### config.mk
export PLATFORM = sky130hd
export DESIGN_NAME = rotator_position_controller_unit
export DESIGN_NICKNAME = d
export VERILOG_FILES = /design/src/rtl/rpc_pkg.sv /design/src/rtl/rpc_cfg.sv /design/src/rtl/rpc_step.sv /design/src/rtl/rotator_position_controller_unit.sv
export SDC_FILE = /design/constraint.sdc
export NUM_CORES = 1
export LEC_CHECK = 0
export BUFFER_PORTS_ARGS = -buffer_cell sky130_fd_sc_hd__buf_4
export CELL_PAD_IN_SITES_DETAIL_PLACEMENT = 0
export CELL_PAD_IN_SITES_GLOBAL_PLACEMENT = 1
export CORE_MARGIN = 2
export CORE_UTILIZATION = 43
export CTS_CLUSTER_SIZE = 10
export DETAILED_ROUTE_END_ITERATION = 7
export PLACE_DENSITY_LB_ADDON = 0.1
export SLEW_MARGIN = 20
export SYNTH_ARGS = -nofsm -noshare
export SYNTH_HDL_FRONTEND = slang
export SYNTH_HIERARCHICAL = 1
export SYNTH_SLANG_ARGS = --single-unit
export TNS_END_PERCENT = 50
### constraint.sdc
create_clock -name clk -period 5.3 [get_ports clk]
set_input_delay 0.265 -clock clk [delete_from_list [all_inputs] [get_ports clk]]
set_output_delay 0.265 -clock clk [all_outputs]
set_load 0.02 [all_outputs]
### src/rtl/rpc_pkg.sv
// ----------------------------------------------------------------------------
// rpc_pkg
// Types, codes and constants shared by the rotator position controller.
// ----------------------------------------------------------------------------
`default_nettype none

package rpc_pkg;

  localparam int POT_BITS  = 10;
  localparam int CFG_BITS  = 8;
  localparam int SEC_BITS  = 32;
  localparam int CFG_IDX_W = 2;
  localparam int CMP_BITS  = POT_BITS + 1;

  localparam logic [CFG_BITS-1:0] DEADBAND_RST     = CFG_BITS'(5);
  localparam logic [CFG_BITS-1:0] STALL_WINDOW_RST = CFG_BITS'(3);
  localparam logic [CFG_BITS-1:0] PERIOD_RST       = CFG_BITS'(5);

  typedef enum logic [CFG_IDX_W-1:0] {
    REG_DEADBAND      = 2'd0,
    REG_STALL_WINDOW  = 2'd1,
    REG_PERIOD        = 2'd2,
    REG_DRIVE_PRESENT = 2'd3
  } reg_idx_t;

  typedef enum logic [1:0] {
    CMD_TICK     = 2'd0,
    CMD_START    = 2'd1,
    CMD_CONTROL  = 2'd2,
    CMD_PROGRESS = 2'd3
  } cmd_t;

  typedef enum logic [2:0] {
    MODE_IDLE  = 3'd0,
    MODE_START = 3'd1,
    MODE_CCW   = 3'd2,
    MODE_CW    = 3'd3,
    MODE_ERROR = 3'd4
  } mode_t;

  typedef enum logic [1:0] {
    ACT_NONE = 2'd0,
    ACT_CCW  = 2'd1,
    ACT_CW   = 2'd2,
    ACT_STOP = 2'd3
  } act_t;

  typedef struct packed {
    logic [1:0]          cmd;
    logic [POT_BITS-1:0] control_pot;
    logic [POT_BITS-1:0] rotator_pot;
  } in_item_t;

  typedef struct packed {
    logic [2:0] status;
    logic [1:0] drive;
    logic       busy_res;
    logic       progress_ok;
  } out_item_t;

  typedef struct packed {
    logic [CFG_BITS-1:0] deadband;
    logic [CFG_BITS-1:0] stall_window;
    logic [CFG_BITS-1:0] progress_period;
    logic                drive_present;
  } cfg_t;

  typedef struct packed {
    mode_t               mode;
    logic [SEC_BITS-1:0] seconds_now;
    logic [SEC_BITS-1:0] deadline;
    logic [POT_BITS-1:0] position;
  } ctl_state_t;

endpackage

`default_nettype wire

### src/rtl/rpc_cfg.sv
// ----------------------------------------------------------------------------
// rpc_cfg
// Configuration register file, written by index.
// ----------------------------------------------------------------------------
`default_nettype none

module rpc_cfg (
  input  wire logic                         clk,
  input  wire logic                         rst_n,
  input  wire logic                         cfg_we,
  input  wire logic [rpc_pkg::CFG_IDX_W-1:0] cfg_index,
  input  wire logic [rpc_pkg::CFG_BITS-1:0]  cfg_wdata,
  output rpc_pkg::cfg_t                     cfg
);
  import rpc_pkg::*;

  cfg_t cfg_r;
  cfg_t cfg_nxt;

  always_comb begin
    cfg_nxt = cfg_r;
    if (cfg_we) begin
      case (reg_idx_t'(cfg_index))
        REG_DEADBAND:      cfg_nxt.deadband        = cfg_wdata;
        REG_STALL_WINDOW:  cfg_nxt.stall_window    = cfg_wdata;
        REG_PERIOD:        cfg_nxt.progress_period = cfg_wdata;
        REG_DRIVE_PRESENT: cfg_nxt.drive_present   = cfg_wdata[0];
        default:           cfg_nxt = cfg_r;
      endcase
    end
  end

  always_ff @(posedge clk) begin
    if (!rst_n) begin
      cfg_r.deadband        <= DEADBAND_RST;
      cfg_r.stall_window    <= STALL_WINDOW_RST;
      cfg_r.progress_period <= PERIOD_RST;
      cfg_r.drive_present   <= 1'b0;
    end else begin
      cfg_r <= cfg_nxt;
    end
  end

  assign cfg = cfg_r;

endmodule

`default_nettype wire

### src/rtl/rpc_step.sv
// ----------------------------------------------------------------------------
// rpc_step
// Next-state and result logic for one command.
// ----------------------------------------------------------------------------
`default_nettype none

module rpc_step (
  input  wire rpc_pkg::cfg_t       cfg,
  input  wire rpc_pkg::ctl_state_t cur,
  input  wire rpc_pkg::in_item_t   item,
  output rpc_pkg::ctl_state_t      nxt,
  output rpc_pkg::out_item_t       res
);
  import rpc_pkg::*;

  logic [POT_BITS-1:0] ctrl;
  logic [POT_BITS-1:0] rot;
  logic [CMP_BITS-1:0] ctrl_w;
  logic [CMP_BITS-1:0] rot_w;
  logic [CMP_BITS-1:0] pos_w;
  logic [CMP_BITS-1:0] db_w;
  logic [CMP_BITS-1:0] sw_w;
  logic [SEC_BITS-1:0] new_deadline;
  act_t                act;
  logic                ok;

  assign ctrl   = cfg.drive_present ? item.control_pot : '0;
  assign rot    = cfg.drive_present ? item.rotator_pot : '0;
  assign ctrl_w = CMP_BITS'(ctrl);
  assign rot_w  = CMP_BITS'(rot);
  assign pos_w  = CMP_BITS'(cur.position);
  assign db_w   = CMP_BITS'(cfg.deadband);
  assign sw_w   = CMP_BITS'(cfg.stall_window);
  assign new_deadline = cur.seconds_now + SEC_BITS'(cfg.progress_period);

  always_comb begin
    nxt = cur;
    act = ACT_NONE;
    ok  = 1'b1;
    case (cmd_t'(item.cmd))
      CMD_TICK: begin
        nxt.seconds_now = cur.seconds_now + SEC_BITS'(1);
      end
      CMD_START: begin
        if (cur.mode == MODE_IDLE || cur.mode == MODE_ERROR) begin
          nxt.mode     = MODE_START;
          nxt.deadline = new_deadline;
          nxt.position = rot;
        end else begin
          nxt.deadline = '0;
          nxt.position = '0;
        end
      end
      CMD_CONTROL: begin
        case (cur.mode)
          MODE_START: begin
            if (ctrl_w > rot_w + db_w) begin
              nxt.mode = cfg.drive_present ? MODE_CCW : MODE_ERROR;
              act      = cfg.drive_present ? ACT_CCW : ACT_NONE;
            end else if (ctrl_w + db_w < rot_w) begin
              nxt.mode = cfg.drive_present ? MODE_CW : MODE_ERROR;
              act      = cfg.drive_present ? ACT_CW : ACT_NONE;
            end else begin
              nxt.mode = MODE_IDLE;
            end
          end
          MODE_CCW: begin
            if (ctrl <= rot) begin
              nxt.mode = cfg.drive_present ? MODE_IDLE : MODE_ERROR;
              act      = cfg.drive_present ? ACT_STOP : ACT_NONE;
            end
          end
          MODE_CW: begin
            if (ctrl >= rot) begin
              nxt.mode = cfg.drive_present ? MODE_IDLE : MODE_ERROR;
              act      = cfg.drive_present ? ACT_STOP : ACT_NONE;
            end
          end
          default: begin
            nxt.mode = cur.mode;
          end
        endcase
      end
      CMD_PROGRESS: begin
        if ((cur.mode == MODE_CCW || cur.mode == MODE_CW) &&
            (cur.deadline < cur.seconds_now)) begin
          if ((rot_w + sw_w > pos_w) && (rot_w < pos_w + sw_w)) begin
            ok       = 1'b0;
            act      = cfg.drive_present ? ACT_STOP : ACT_NONE;
            nxt.mode = MODE_ERROR;
          end else begin
            nxt.deadline = new_deadline;
            nxt.position = rot;
          end
        end
      end
      default: begin
        nxt = cur;
      end
    endcase
  end

  assign res.status      = nxt.mode;
  assign res.drive       = act;
  assign res.busy_res    = (nxt.mode != MODE_IDLE);
  assign res.progress_ok = ok;

endmodule

`default_nettype wire

### src/rtl/rotator_position_controller_unit.sv
// ----------------------------------------------------------------------------
// rotator_position_controller_unit
// Rotator position controller: deadband drive decisions and stall detection.
// ----------------------------------------------------------------------------
// Path: an input transfer is held in the input register, then its result is
//   loaded into the result register; the controller state updates as the result loads.
// Throughput: one command per cycle while the result side does not stall.
// Reset: synchronous, active low; clears both stages, the controller state
//   (mode idle, counters zero) and loads the register defaults.
`default_nettype none

module rotator_position_controller_unit (
  input  wire logic                          clk,
  input  wire logic                          rst_n,
  input  wire logic                          in_valid,
  output logic                               in_stall,
  input  wire rpc_pkg::in_item_t             in_data,
  output logic                               out_valid,
  input  wire logic                          out_stall,
  output rpc_pkg::out_item_t                 out_data,
  input  wire logic                          cfg_we,
  input  wire logic [rpc_pkg::CFG_IDX_W-1:0] cfg_index,
  input  wire logic [rpc_pkg::CFG_BITS-1:0]  cfg_wdata
);
  import rpc_pkg::*;

  cfg_t       cfg;
  in_item_t   item_r;
  logic       item_vld_r;
  out_item_t  res_r;
  logic       res_vld_r;
  ctl_state_t st_r;
  ctl_state_t st_nxt;
  out_item_t  res_nxt;
  logic       res_free;
  logic       advance;

  rpc_cfg u_cfg (
    .clk       (clk),
    .rst_n     (rst_n),
    .cfg_we    (cfg_we),
    .cfg_index (cfg_index),
    .cfg_wdata (cfg_wdata),
    .cfg       (cfg)
  );

  rpc_step u_step (
    .cfg  (cfg),
    .cur  (st_r),
    .item (item_r),
    .nxt  (st_nxt),
    .res  (res_nxt)
  );

  assign res_free = !res_vld_r || !out_stall;
  assign advance  = item_vld_r && res_free;
  assign in_stall = item_vld_r && !res_free;

  always_ff @(posedge clk) begin
    if (!rst_n) begin
      item_vld_r <= 1'b0;
    end else if (!in_stall) begin
      item_vld_r <= in_valid;
    end
  end

  always_ff @(posedge clk) begin
    if (!in_stall && in_valid) begin
      item_r <= in_data;
    end
  end

  always_ff @(posedge clk) begin
    if (!rst_n) begin
      res_vld_r <= 1'b0;
    end else if (res_free) begin
      res_vld_r <= item_vld_r;
    end
  end

  always_ff @(posedge clk) begin
    if (advance) begin
      res_r <= res_nxt;
    end
  end

  always_ff @(posedge clk) begin
    if (!rst_n) begin
      st_r.mode        <= MODE_IDLE;
      st_r.seconds_now <= '0;
      st_r.deadline    <= '0;
      st_r.position    <= '0;
    end else if (advance) begin
      st_r <= st_nxt;
    end
  end

  assign out_valid = res_vld_r;
  assign out_data  = res_r;

`ifndef SYNTH
  a_stall_full: assert property (@(posedge clk) disable iff (!rst_n)
    in_stall |-> (item_vld_r && res_vld_r && out_stall))
    else $error("input stalled while pipeline not full");

  a_busy: assert property (@(posedge clk) disable iff (!rst_n)
    out_valid |-> (out_data.busy_res == (out_data.status != MODE_IDLE)))
    else $error("busy flag disagrees with status");

  a_stall_err: assert property (@(posedge clk) disable iff (!rst_n)
    (out_valid && !out_data.progress_ok) |-> (out_data.status == MODE_ERROR))
    else $error("stall reported without error status");

  a_ccw: assert property (@(posedge clk) disable iff (!rst_n)
    (out_valid && out_data.drive == ACT_CCW) |-> (out_data.status == MODE_CCW))
    else $error("ccw drive without ccw status");

  a_state_hold: assert property (@(posedge clk) disable iff (!rst_n)
    !advance |=> $stable(st_r))
    else $error("controller state changed without a transfer");
`endif

endmodule

`default_nettype wire
; After elaboration in Yosys (flattened, before gate mapping)
; Cells that the tools add are included.
[classes]
magnitude_cmp = 7
n_mux = 30
addsub = 6
reduce_logical = 24
n_eq_ne = 12
[op_table]
columns = cell, count
row1 = two-way mux 42 bit, 3
row2 = case mux 42 bit (2 select lines), 1
row3 = adder 10 x 8 -> 11 bit, 4
row4 = adder 32 x 1 -> 32 bit (second input constant), 1
row5 = adder 32 x 8 -> 32 bit, 1
row6 = < comparator 32 bit, 1
row7 = two-way mux 3 bit, 10
row8 = two-way mux 10 bit, 2
row9 = case mux 3 bit (3 select lines), 2
row10 = two-way mux 2 bit, 8
row11 = AND reduction 2 bit, 6
row12 = greater-than comparator 10 x 11 -> 1 bit, 1
row13 = greater-than comparator 11 x 10 -> 1 bit, 1
row14 = < comparator 10 x 11 -> 1 bit, 1
row15 = < comparator 11 x 10 -> 1 bit, 1
row16 = >= comparator 10 bit, 1
row17 = <= comparator 10 bit, 1
row18 = == test 2 bit (second input constant), 4
row19 = == test 3 x 2 -> 1 bit (second input constant), 2
row20 = case mux 2 bit (3 select lines), 1
row21 = logical AND 1 bit, 5
row22 = == test 2 x 1 -> 1 bit (second input constant), 2
row23 = zero test 1 bit, 4
row24 = zero test 2 bit, 2
row25 = 11 further kinds, 14
[word_totals]
out_inout_bits = 9
ff_bits = 133
input_bits = 37
elab_cells = 96

; Depth between registers and ports, before layout
[depth]
word_depth = 8
depth_mapped = 31
ltp_nobuf = 25

; Cells and area by module
; Netlist, hierarchy kept.
[by_module_without_submodules]
columns = module, cells_each, seq_area_each_um2, area_per_inst_um2, instances
row1 = rpc_step, 854, 0.0, 5820.6, 1
row2 = rotator_position_controller_unit, 371, 2452.4, 4003.8, 1
row3 = rpc_cfg, 98, 500.5, 979.7, 1

; Worst setup path after synthesis
; OpenSTA, ideal clock, no wires.
[synth_path]
kind = reg-to-reg
startpoint = register u_cfg.cfg_r (netlist bit u_cfg/cfg[0])
endpoint = register res_r (netlist bit out_data[5]) (data pin)
required_time_ns = 5.049
path_stages_with_launch = 28
arrival_ns = 5.047
setup_slack_ns = 0.002
setup_ns = 0.251
path_buffers = 7
period_less_slack_ns = 5.298
path_cell_list = dfxtp_1 buf_6 buf_6 buf_6 buf_6 clkbuf_1 clkbuf_1 nand2_1 xnor2_1 ha_1 a21oi_1 o41ai_4 and3_1 maj3_2 o41ai_2 xnor2_1 ha_1 a21o_1 a21oi_1 o21ai_0 nor4_1 a221oi_2 o21ai_2 or2_1 o2111ai_1 o221ai_1 nand2_1 buf_4
[synth_rtl]
columns = item, line
row1 = "start, declared", rpc_cfg.sv:17  ; cfg_t cfg_r;
row2 = "start signal, assigned", rpc_cfg.sv:40  ; cfg_r <= cfg_nxt;
row3 = "end signal, assigned", rotator_position_controller_unit.sv:83  ; res_r <= res_nxt;
row4 = "end, declared", rotator_position_controller_unit.sv:30  ; out_item_t res_r;

==> reports/metrics.json <==
{
  "grt_max_degree": {"value": 111},
  "hold_class": {"value": "in2reg"},
  "ctsHtreeMaxLevel": {"value": 4},
  "core_rows": {"value": 58},
  "drt_iter0_drc": {"value": 534},
  "power.combinational.fraction": {"value": 0.134},
  "endpoint_kind": {"value": "register"},
  "routed-wl-met2": {"value": 12600, "unit": "um"},
  "clock_sinks": {"value": 133},
  "internal-power": {"value": 1.83, "unit": "mW"},
  "p_switching": {"value": 767, "unit": "uW"},
  "worstPathArrival": {"value": 5.10, "unit": "ns"},
  "synthesis.area": {"value": 10800, "unit": "um2"},
  "first_global_vias": {"value": 8685},
  "chipHeight": {"value": 163, "unit": "um"},
  "area_growth": {"value": 12.9, "unit": "%"},
  "synth.yosys.seq_area_share": {"value": 0.273},
  "cpPeakStageDelay": {"value": 0.42, "unit": "ns"},
  "power.sequential.fraction": {"value": 0.420},
  "die-width": {"value": 163, "unit": "um"},
  "power.share.clock": {"value": 0.447},
  "clockBufferDepth": {"value": 2},
  "remaining_drc_errors": {"value": 0},
  "ys_types": {"value": 89},
  "antenna_found_initial": {"value": 0},
  "synth-warning-count": {"value": 6},
  "mostFrequentLayoutCells": {"value": "285 x sky130_fd_sc_hd__nand2_1, 103 x sky130_fd_sc_hd__dfxtp_1, 102 x sky130_fd_sc_hd__mux2i_1, 96 x sky130_fd_sc_hd__ha_1, 88 x sky130_fd_sc_hd__xnor2_1"},
  "syn-num-nets": {"value": 1458},
  "wl_met3": {"value": 1180, "unit": "um"},
  "post_synth_inst_count": {"value": 1323},
  "critPathKind": {"value": "reg2reg"},
  "global_route.usage.total": {"value": 0.226},
  "cp-start-kind": {"value": "register"},
  "drtPass1Iterations": {"value": 5},
  "final-hold-violation-count": {"value": 0},
  "antenna-diode-count": {"value": 0},
  "cpMostUsedCell": {"value": "sky130_fd_sc_hd__o21ai_1"},
  "wire_per_inst": {"value": 16.9, "unit": "um"},
  "worstMarginPinSlew": {"value": 0.872, "unit": "ns"},
  "post-dp-hpwl": {"value": 21300, "unit": "um"},
  "number_of_pins_with_negative_max_slew_slack_in_the_final_report": {"value": 0},
  "cts-root-buf": {"value": "sky130_fd_sc_hd__clkbuf_16"},
  "final_antenna_net_count": {"value": 0},
  "maxCapViolations": {"value": 0},
  "slowest_stage": {"value": "sky130_fd_sc_hd__edfxtp_1"},
  "ys_seq_elements": {"value": 133},
  "synth_async_sr_flop_share": {"value": 0},
  "timing.critical_path.required": {"value": 5.45, "unit": "ns"},
  "gpl.final_weighted_congestion": {"value": 0.834},
  "routed_wl": {"value": 28900, "unit": "um"},
  "worst_slew_margin_rel": {"value": 0.416},
  "cp_cell_sequence": {"value": "and2_1 > ha_1 > a21oi_1 > o32ai_1 > a221oi_2 > o21ai_1 > maj3_1 > a21oi_2 > nor2b_1 > o21ai_0 > xnor2_1 > nand2_1 > ha_1 > nand3_1 > o21ai_1 > nor4_1 > a221oi_2 > o21ai_2 > nand3_1 > o21ai_1 > a31o_1 > nand4bb_1"},
  "design.die.area": {"value": 26400, "unit": "um2"},
  "clk-insertion-delay-late": {"value": 0.43, "unit": "ns"},
  "met1_length": {"value": 14900, "unit": "um"},
  "fp.coreArea": {"value": 24900, "unit": "um2"},
  "skew": {"value": 0.0191, "unit": "ns"},
  "final_nets": {"value": 1503},
  "synthesis.area_per_instance": {"value": 8.17, "unit": "um2"},
  "final_common_cell": {"value": "sky130_fd_sc_hd__nand2_1"},
  "floorplan.initialDensity": {"value": 0.434},
  "power.leakage": {"value": 4.78, "unit": "nW"},
  "synth_enable_flop_cells": {"value": 29},
  "final_min_period_over_clock_period": {"value": 0.935},
  "port_buffer_count": {"value": 45},
  "max_freq": {"value": 0.202, "unit": "GHz"},
  "drive_gt1_frac": {"value": 0.107},
  "clkTransAtPathRegs": {"value": 0.07, "unit": "ns"},
  "critical_path.max_fanout": {"value": 4},
  "num_vias": {"value": 9114},
  "switching_share": {"value": 0.296},
  "dr.max_layer_used": {"value": "met4"},
  "globalRoute.totalOverflow": {"value": 0},
  "run_status": {"value": "finished, final reports clean"},
  "stdcell_count": {"value": 1711},
  "irDropWorstVdd": {"value": 0.209, "unit": "mV"},
  "placed_cells_incl_taps": {"value": 1656},
  "ioPinCount": {"value": 46},
  "grt_pass1_wl": {"value": 46800, "unit": "um"},
  "cts_tree": {"value": "built"},
  "post_synth_top_flop": {"value": "sky130_fd_sc_hd__dfxtp_1"},
  "final-setup-viol-count": {"value": 0},
  "via_per_inst": {"value": 5.33},
  "cts_buf_count": {"value": 17},
  "power-per-cell-area": {"value": 213, "unit": "nW/um2"},
  "post-route-min-period": {"value": 4.96, "unit": "ns"},
  "report.power.total": {"value": 2.59, "unit": "mW"}
}
-- path summary, 6_finish.rpt --
| kind | start | endpoint | slack [ns] | cells past startpoint |
|---|---|---|---|---|
| min | in_data[10] | item_r[10] | 0.02 | 1 |
| min reg2reg | st_r[10] | st_r[10] | 0.47 | 2 |
| max reg2reg | item_r[0] | out_data[1] | 0.34 | 22 |
| max | item_r[0] | out_data[1] | 0.34 | 22 |
-- per-stage QoR --
stage	area [um2]	hold slack, ns	worst slack (ns)	util	setup TNS, ns
2_1_floorplan	10800	0.364	0.00228	-	0
3_3_place_gp	11400	0.443	0.261	0.457	0
3_5_place_dp	11400	0.444	0.143	0.457	0
4_1_cts	12100	0.00000386	0.0724	0.487	0
5_1_grt	12200	0.00439	-0.00387	0.490	-0.00621
6_report	12200	0.0216	0.345	0.490	0
-- flip-flops by register name, indices dropped and copies added, names as in the netlist --
register,count
out_valid,1
u_cfg/cfg,25
item_r,22
st_r,77
item_vld_r,1
out_data,7
-- per-layer routing --
| metal | vias to the layer above | GRT usage |
|---|---|---|
| li1 | 4691 | - |
| met1 | 4237 | 0.331 |
| met2 | 172 | 0.352 |
| met3 | 14 | 0.0306 |
| met4 | 0 | 0.0495 |
| met5 | - | 0 |
-- area by class of cell --
cell class	count	area, um2
Timing Repair Buffer	98	802
Fill cell	2445	12700
Clock buffer	17	425
Multi-Input combinational cell	1043	7180
Tap cell	330	413
Clock inverter	15	136
Sequential cell	133	2950
Inverter	75	282
-- power by group through the flow --
stage | sequential (mW) | clock [mW] | combinational (mW)
CTS | 1.09 | 1.20 | 0.341
detailed placement | 1.11 | 0 | 0.327
floorplan | 1.10 | 0 | 0.237
finish | 1.09 | 1.16 | 0.346
global route | 1.09 | 1.23 | 0.379
global placement | 1.11 | 0 | 0.325
-- critical path: cells and delay by family (launching register included) --
kind	cells	cell delay [ns]
AOI/OAI and AO/OA	11	2.26
xor gates and xnor gates	1	0.15
adders and majority gates	3	0.94
DFF	1	0.42
and+or+nand+nor	7	0.91
-- cell families (layout without fill, tap and decap cells) --
| family | Yosys count | in the layout | synth area share |
|---|---|---|---|
| adder cells (fa/ha/maj) | 106 | 106 | 0.123 |
| flip-flops | 133 | 133 | 0.273 |
| AO/OA/AOI/OAI | 240 | 240 | 0.151 |
| multiplexers | 103 | 103 | 0.0955 |
| buffers and inverters | 147 | 205 | 0.0659 |
| AND/OR/NAND/NOR | 490 | 490 | 0.206 |
| XOR/XNOR | 104 | 104 | 0.0857 |
-- cell usage after synthesis, drive strengths merged (3+ instances only) --
master	number	area, um2
o21bai	4	30.0
nand3	22	110
and4	5	43.8
o32ai	4	35.0
ha	96	1200
dfxtp	104	2080
a21o	23	173
nor2	58	220
or4	3	26.3
o221ai	3	26.3
o21a	6	45.0
a211oi	9	85.1
a21boi	3	26.3
o22ai	6	37.5
xnor2	88	771
buf	39	305
maj3	8	85.1
nor4	6	37.5
nor3	13	65.1
nand2	287	1090
nor2b	20	125
clkbuf	33	125
and2	10	62.6
or2	8	50.1
inv	75	282
mux2i	102	1020
a211o	6	52.6
o211a	3	30.0
and3	12	75.1
edfxtp	29	871
a21oi	54	282
xor2	15	131
and3b	4	35.0
nand4	19	119
a22o	7	61.3
nand2b	12	77.6
o31ai	4	30.0
or3	4	25.0
a31oi	5	31.3
o21ai	72	368
o2111ai	4	35.0
o211ai	7	52.6
-- repair_timing --
action / 4_1_cts / 5_1_grt
setup buffers: 0 / 3
setup endpoints to repair: 0 / 47
resized for setup: 0 / 9
hold buffers: 20 / 0
hold endpoints to repair: 20 / 0
Power figures use the tool's default switching activity.
